===== src/rtl/brd_pkg.sv =====
// shared types and codes of the bitmap run-length pixel decoder
package brd_pkg;

    // status codes of a result transaction
    localparam logic [1:0] ST_RUN   = 2'd0;
    localparam logic [1:0] ST_EOB   = 2'd1;
    localparam logic [1:0] ST_DELTA = 2'd2;
    localparam logic [1:0] ST_TRUNC = 2'd3;

    // second byte of an escape pair
    localparam logic [7:0] ESC_EOL   = 8'd0;
    localparam logic [7:0] ESC_EOB   = 8'd1;
    localparam logic [7:0] ESC_DELTA = 8'd2;

    typedef struct packed {
        logic [7:0] code_byte;
        logic       final_byte;
    } brd_in_t;

    typedef struct packed {
        logic [1:0]  status;
        logic [15:0] line_number;
        logic [15:0] start_column;
        logic [7:0]  pixel_count;
        logic [7:0]  even_color;
        logic [7:0]  odd_color;
    } brd_out_t;

    // one byte handed to the decode stage
    typedef struct packed {
        logic    fire;
        logic    nibble_mode;
        brd_in_t item;
    } brd_step_t;

    // what the decode stage gives for that byte
    typedef struct packed {
        logic     emit;
        brd_out_t data;
    } brd_res_t;

endpackage


===== src/rtl/brd_decode.sv =====
// decode state and next-state logic for one compressed byte
module brd_decode #(
    parameter int COUNTER_BITS = 16
) (
    input  logic              aclk,
    input  logic              aresetn,
    input  brd_pkg::brd_step_t step,
    output brd_pkg::brd_res_t  res
);
    import brd_pkg::*;

    localparam int CB = COUNTER_BITS;
    localparam int OW = (COUNTER_BITS > 16) ? COUNTER_BITS : 16;

    typedef enum logic [3:0] {
        PH_FIRST  = 4'b0001,
        PH_SECOND = 4'b0010,
        PH_ABS    = 4'b0100,
        PH_PAD    = 4'b1000
    } phase_t;

    phase_t          phase_reg, phase_next;
    logic [7:0]      hold_reg, hold_next;
    logic [7:0]      abs_left_reg, abs_left_next;
    logic [1:0]      pad_left_reg, pad_left_next;
    logic [CB-1:0]   line_reg, line_next;
    logic [CB-1:0]   col_reg, col_next;
    logic            stopped_reg, stopped_next;

    logic [7:0]      b;
    logic [7:0]      ev_color, od_color;
    logic [8:0]      abs_bytes;
    logic [7:0]      abs_step;
    logic [7:0]      abs_rem;
    logic [1:0]      pad_rem;
    logic [OW-1:0]   line_ext, col_ext;

    // saturating add of a byte-wide step
    function automatic logic [CB-1:0] sat_add(input logic [CB-1:0] a, input logic [7:0] n);
        logic [CB:0] s;
        s = {1'b0, a} + (CB + 1)'(n);
        return s[CB] ? {CB{1'b1}} : s[CB-1:0];
    endfunction

    assign b         = step.item.code_byte;
    assign ev_color  = step.nibble_mode ? {4'd0, b[7:4]} : b;
    assign od_color  = step.nibble_mode ? {4'd0, b[3:0]} : b;
    assign abs_bytes = ({1'b0, b} + 9'd1) >> 1;
    assign abs_step  = (!step.nibble_mode) ? 8'd1 :
                       (abs_left_reg >= 8'd2) ? 8'd2 : abs_left_reg;
    assign abs_rem   = abs_left_reg - abs_step;
    assign pad_rem   = (pad_left_reg != 2'd0) ? pad_left_reg - 2'd1 : pad_left_reg;
    assign line_ext  = OW'(line_reg);
    assign col_ext   = OW'(col_reg);

    always_comb begin
        phase_next    = phase_reg;
        hold_next     = hold_reg;
        abs_left_next = abs_left_reg;
        pad_left_next = pad_left_reg;
        line_next     = line_reg;
        col_next      = col_reg;
        stopped_next  = stopped_reg;

        res                   = '0;
        res.data.line_number  = line_ext[15:0];
        res.data.start_column = col_ext[15:0];

        if (step.fire && !stopped_reg) begin
            if (phase_reg == PH_SECOND && hold_reg == 8'd0 &&
                (b == ESC_EOB || b == ESC_DELTA)) begin
                stopped_next    = 1'b1;
                res.emit        = 1'b1;
                res.data.status = (b == ESC_EOB) ? ST_EOB : ST_DELTA;
            end else if (step.item.final_byte) begin
                stopped_next    = 1'b1;
                res.emit        = 1'b1;
                res.data.status = ST_TRUNC;
            end else begin
                unique case (phase_reg)
                    PH_FIRST: begin
                        hold_next  = b;
                        phase_next = PH_SECOND;
                    end
                    PH_SECOND: begin
                        phase_next = PH_FIRST;
                        if (hold_reg != 8'd0) begin
                            // encoded run
                            col_next             = sat_add(col_reg, hold_reg);
                            res.emit             = 1'b1;
                            res.data.status      = ST_RUN;
                            res.data.pixel_count = hold_reg;
                            res.data.even_color  = ev_color;
                            res.data.odd_color   = od_color;
                        end else if (b == ESC_EOL) begin
                            line_next = sat_add(line_reg, 8'd1);
                            col_next  = '0;
                        end else begin
                            // absolute run, padded to a whole word
                            abs_left_next = b;
                            pad_left_next = step.nibble_mode ? {1'b0, abs_bytes[0]}
                                                             : {1'b0, b[0]};
                            phase_next    = PH_ABS;
                        end
                    end
                    PH_ABS: begin
                        if (abs_left_reg == 8'd0) begin
                            phase_next = (pad_left_reg != 2'd0) ? PH_PAD : PH_FIRST;
                        end else begin
                            res.emit             = 1'b1;
                            res.data.status      = ST_RUN;
                            res.data.pixel_count = abs_step;
                            res.data.even_color  = ev_color;
                            res.data.odd_color   = od_color;
                            abs_left_next        = abs_rem;
                            col_next             = sat_add(col_reg, abs_step);
                            if (abs_rem == 8'd0) begin
                                phase_next = (pad_left_reg != 2'd0) ? PH_PAD : PH_FIRST;
                            end
                        end
                    end
                    PH_PAD: begin
                        pad_left_next = pad_rem;
                        if (pad_rem == 2'd0) begin
                            phase_next = PH_FIRST;
                        end
                    end
                    default: begin
                        phase_next = PH_FIRST;
                    end
                endcase
            end
        end
    end

    always_ff @(posedge aclk) begin
        if (!aresetn) begin
            phase_reg    <= PH_FIRST;
            hold_reg     <= '0;
            abs_left_reg <= '0;
            pad_left_reg <= '0;
            line_reg     <= '0;
            col_reg      <= '0;
            stopped_reg  <= 1'b0;
        end else begin
            phase_reg    <= phase_next;
            hold_reg     <= hold_next;
            abs_left_reg <= abs_left_next;
            pad_left_reg <= pad_left_next;
            line_reg     <= line_next;
            col_reg      <= col_next;
            stopped_reg  <= stopped_next;
        end
    end

endmodule


===== src/rtl/bmp_rle_pixel_decoder.sv =====
// top level of the bitmap run-length pixel decoder
//
// decodes 8-bit or 4-bit run-length compressed bitmap data, one compressed byte
// per input transaction; nibble_mode (cfg_wdata, written with cfg_we) picks the
// 4-bit coding when set and should only change while the block is idle.
// each byte gives at most one result transaction: an encoded pair gives one run
// of alternating colours, each absolute data byte gives a run of one or two
// pixels, word padding and end of line give nothing, and end of bitmap, delta
// and a truncated stream give a status result after which all bytes are dropped
// until reset. line and column counters are COUNTER_BITS wide and saturate; the
// result carries their low 16 bits.
// throughput is one byte per clock when the result side keeps up; a byte passes
// through the input register, then its decode goes into the result register. the
// rate is set by the decode state, which is read and updated once per byte. a full
// result register stalls the input register, and s_ready then follows m_ready.
module bmp_rle_pixel_decoder #(
    parameter int COUNTER_BITS = 16
) (
    input  logic              aclk,
    input  logic              aresetn,
    // configuration
    input  logic              cfg_we,
    input  logic              cfg_wdata,
    // compressed byte stream
    input  logic              s_valid,
    output logic              s_ready,
    input  brd_pkg::brd_in_t  s_data,
    // decoded runs and status
    output logic              m_valid,
    input  logic              m_ready,
    output brd_pkg::brd_out_t m_data
);
    import brd_pkg::*;

    logic      nibble_mode_reg;
    logic      in_valid_reg;
    brd_in_t   in_data_reg;
    logic      m_valid_reg;
    brd_out_t  m_data_reg;

    logic      fire;
    brd_step_t step;
    brd_res_t  res;

    // the held byte moves on when the result register is free or being drained
    assign fire    = in_valid_reg && (!m_valid_reg || m_ready);
    assign s_ready = !in_valid_reg || fire;

    assign step.fire        = fire;
    assign step.nibble_mode = nibble_mode_reg;
    assign step.item        = in_data_reg;

    brd_decode #(
        .COUNTER_BITS(COUNTER_BITS)
    ) u_decode (
        .aclk   (aclk),
        .aresetn(aresetn),
        .step   (step),
        .res    (res)
    );

    // mode register
    always_ff @(posedge aclk) begin
        if (!aresetn) begin
            nibble_mode_reg <= 1'b0;
        end else if (cfg_we) begin
            nibble_mode_reg <= cfg_wdata;
        end
    end

    // input register
    always_ff @(posedge aclk) begin
        if (!aresetn) begin
            in_valid_reg <= 1'b0;
        end else if (s_ready) begin
            in_valid_reg <= s_valid;
        end
    end

    always_ff @(posedge aclk) begin
        if (s_valid && s_ready) begin
            in_data_reg <= s_data;
        end
    end

    // result register; a byte with no result leaves it empty
    always_ff @(posedge aclk) begin
        if (!aresetn) begin
            m_valid_reg <= 1'b0;
        end else if (fire) begin
            m_valid_reg <= res.emit;
        end else if (m_ready) begin
            m_valid_reg <= 1'b0;
        end
    end

    always_ff @(posedge aclk) begin
        if (fire && res.emit) begin
            m_data_reg <= res.data;
        end
    end

    assign m_valid = m_valid_reg;
    assign m_data  = m_data_reg;

endmodule


===== config.mk =====
export PLATFORM = sky130hd
export DESIGN_NAME = bmp_rle_pixel_decoder
export DESIGN_NICKNAME = d
export VERILOG_FILES = /design/src/rtl/brd_pkg.sv /design/src/rtl/brd_decode.sv /design/src/rtl/bmp_rle_pixel_decoder.sv
export SDC_FILE = /design/constraint.sdc
export NUM_CORES = 1
export LEC_CHECK = 0
export ABC_AREA = 1
export BUFFER_PORTS_ARGS = -buffer_cell sky130_fd_sc_hd__buf_4
export CORE_UTILIZATION = 64
export DETAILED_ROUTE_END_ITERATION = 16
export HOLD_SLACK_MARGIN = 0.03
export PLACE_DENSITY = 0.93
export SKIP_LAST_GASP = 1
export SLEW_MARGIN = 20
export SYNTH_ARGS = -nofsm -noshare
export SYNTH_HDL_FRONTEND = slang
export SYNTH_SLANG_ARGS = --single-unit
export TNS_END_PERCENT = 1

===== constraint.sdc =====
create_clock -name aclk -period 8.79 [get_ports aclk]
set_input_delay 0.879 -clock aclk [delete_from_list [all_inputs] [get_ports aclk]]
set_output_delay 0.879 -clock aclk [all_outputs]
set_load 0.005 [all_outputs]

==> reports/summary.txt <==
design area - 8169 um2
DR DRC count - 0
total power - 1.364 mW
Critical Path RT - 9260 ps
number of synthesized register bits - 121
worst endpoint data arrival time - 3570 ps
fin nets - 1037
CTS tree - done
Post-Synthesis Cell Area - 6987 um2
MaxCap Viol Count - 0
FF-to-FF setup slack - 5690 ps
die area - 11340 um2
max reg flops - 54
via count - 6709
CP Cell Sequence - or2_0 -> nor3_2 -> nor2_1 -> a21oi_1 -> ha_1 -> inv_1 -> fa_1 -> inv_1 -> nand3_1 -> nand2_1 -> nand2_1 -> nand2_1 -> nand2_1 -> nand2_1 -> nand2_2 -> nand3_1 -> nand2_1 -> nand3_1 -> nand2_1 -> inv_1
CP Max Fanout - 14
Die Ht - 106.5 um
Leak Pwr - 3.717 nW
IO Pins - 75
clock tree buffer depth - 2
setup TNS - 0 ps
I/O Buffers - 74
ant diodes - 0
min Tclk post-route - 3102 ps
Reg2Reg Capture Point - u_decode.col_ext[11]
crit path launch type - flop
CP most frequent cell - nand2_1
share of cells above drive strength 1 - 0.1424
Critical-path top delay cell - fa_1
RSZ-0062 raised after global routing - no
Final period util - 0.3529
syn avg cell area - 7.678 um2
status - complete, no violations
Syn. warnings - 0
Hold Path Class - reg -> reg
sequential cell area fraction in the yosys report - 0.4370
first-pass GRT wire length - 29660 um
non-filler cells, final - 1140
Final WS setup - 5688 ps
reg-to-reg startpoint - u_decode.abs_left_reg[2]
drt first-iter violations - 769
clock skew - 8.795 ps
antenna violations before repair - 0
area grow syn2layout - 16.92%
Max rail drop VDD - 0.1326 mV
Initial DRT Pass Iterations - 9
Post-Route WL - 18220 um
CP top delay family - simple AND/OR/NAND/NOR gates
Initial Util - 0.6678
post-CTS setup repair buffer count - 0
placed cell areas - 7610 um2
worst hold slack - 462.8 ps
Resized cells post-CTS - 0
crit path capture - u_decode.col_ext[11]
total global-route track usage - 0.3357
Worst Tran Pin Value - 1170 ps
Gate Count Post-Synth - 910
most frequent cells in the layout - 224 x nand2_1, 113 x inv_1, 99 x nor2_1
Final Max Tran Viols - 0
DP HPWL - 11940 um
most common cell after layout, fill and taps aside - nand2_1
crit end category - flop
clock sink count - 121
final hold violation count - 0
Clock Latency Late Sink - 530 ps
hold_buf cts - 0
Core Region - 10460 um2
Die W - 106.5 um
CP peak stage delay - 380 ps
Slew HR - 0.2169
pre-CTS WS - 5786 ps
R2R depth - 20
Synth cell types - 43
pwr/cell area - 166.9 nW/um2
Bufs and invs on worst path - 3
TritonCTS Buffers - 17
pin count of the biggest net entering global routing - 48
cell count after placement - 1108
Final Util - 0.7808
Crit path depth - 20
Final setup viols - 0
CTS HTree Levels - 4
Routed WL per cell - 15.98 um
site row count - 37
Crit. Startpoint - u_decode.abs_left_reg[2]
grt ovf - 0
routability cong. - 0.9148
WS Path Type - reg -> reg
vias in the first global route - 6438
antenna violation net count after detailed routing - 0
vias per cell - 5.885
Fmax achieved - 322.4 MHz
CTS clk-pin slew, worst paths - 60 ps
clk root buf - clkbuf_8
## worst min-delay path by stage
stage / start / to / slack (ps) / cells past startpoint
6_report: u_decode.stopped_reg / u_decode.stopped_reg / 460 / 2
5_1_grt: u_decode.pad_left_reg[1] / u_decode.pad_left_reg[1] / 500 / 2
4_1_cts: u_decode.stopped_reg / u_decode.stopped_reg / 460 / 2
3_5_place_dp: u_decode.pad_left_reg[1] / u_decode.pad_left_reg[1] / 440 / 2
3_3_place_gp: u_decode.pad_left_reg[1] / u_decode.pad_left_reg[1] / 440 / 2
2_1_floorplan: u_decode.col_ext[8] / m_data[32] / 410 / 0
## kinds of logic (layout without fill, tap and decap cells)
kind of cell               Yosys count  count (layout)  synth area share
adders and majority gates           31              31           0.05874
buffers and inverters              145             229           0.08847
DFF                                121             121            0.4370
other                                2              12          0.001075
and+or+nand+nor                    465             465            0.2928
AOI/OAI and AO/OA                  127             127           0.09814
xor gates and xnor gates            19              19           0.02382
## synth_stat cells, drive strengths merged
| master | number | area [um2] |
|---|---|---|
| nor2 | 108 | 445.4 |
| or2 | 7 | 43.80 |
| dfxtp | 58 | 1161 |
| nand3b | 1 | 7.510 |
| a22oi | 1 | 7.510 |
| nor3 | 21 | 121.4 |
| ha | 28 | 350.3 |
| o211ai | 11 | 82.58 |
| o21ai | 47 | 239.0 |
| xor2 | 9 | 78.83 |
| a21o | 1 | 7.510 |
| a21oi | 61 | 305.3 |
| nand3 | 91 | 490.5 |
| fa | 3 | 60.06 |
| buf | 14 | 116.4 |
| nor3b | 1 | 18.77 |
| xnor2 | 10 | 87.58 |
| inv | 120 | 460.5 |
| o21bai | 1 | 7.510 |
| a211oi | 3 | 22.52 |
| edfxtp | 63 | 1892 |
| clkinv | 2 | 7.510 |
| nand2 | 231 | 887.1 |
| conb | 2 | 7.510 |
| nand4 | 5 | 31.28 |
| o31ai | 1 | 7.510 |
| a31oi | 1 | 6.260 |
| clkbuf | 9 | 33.78 |
## final cells by class
cell class,instances,area (um2)
Clock buffer,17,414.1
Timing Repair Buffer,75,563.0
Multi-Input combinational cell,654,3358
Tap cell,136,170.2
Sequential cell,121,3053
Fill cell,708,2293
Clock inverter,15,142.6
Inverter,122,467.9
## routing by layer
layer  part of all wire  global-route usage  vias up
li1                   -                   -     3147
met1               0.38              0.4002     3049
met2               0.49              0.5645      417
met3              0.088             0.07909       96
met4              0.041              0.1742        0
met5                  0                   0        -
## tightest hold or removal path, stage by stage (launching register included)
cell	delay (ps)
dfxtp_1	300
inv_1	60
a21oi_1	60
## where the power goes
part | leakage, nW | total (mW) | switching, mW | internal [mW]
registers | 1.09 | 0.614 | 0.00929 | 0.605
logic | 2.37 | 0.0893 | 0.0591 | 0.0302
clock network | 0.265 | 0.660 | 0.280 | 0.380
(Power assumes the default switching activity.)
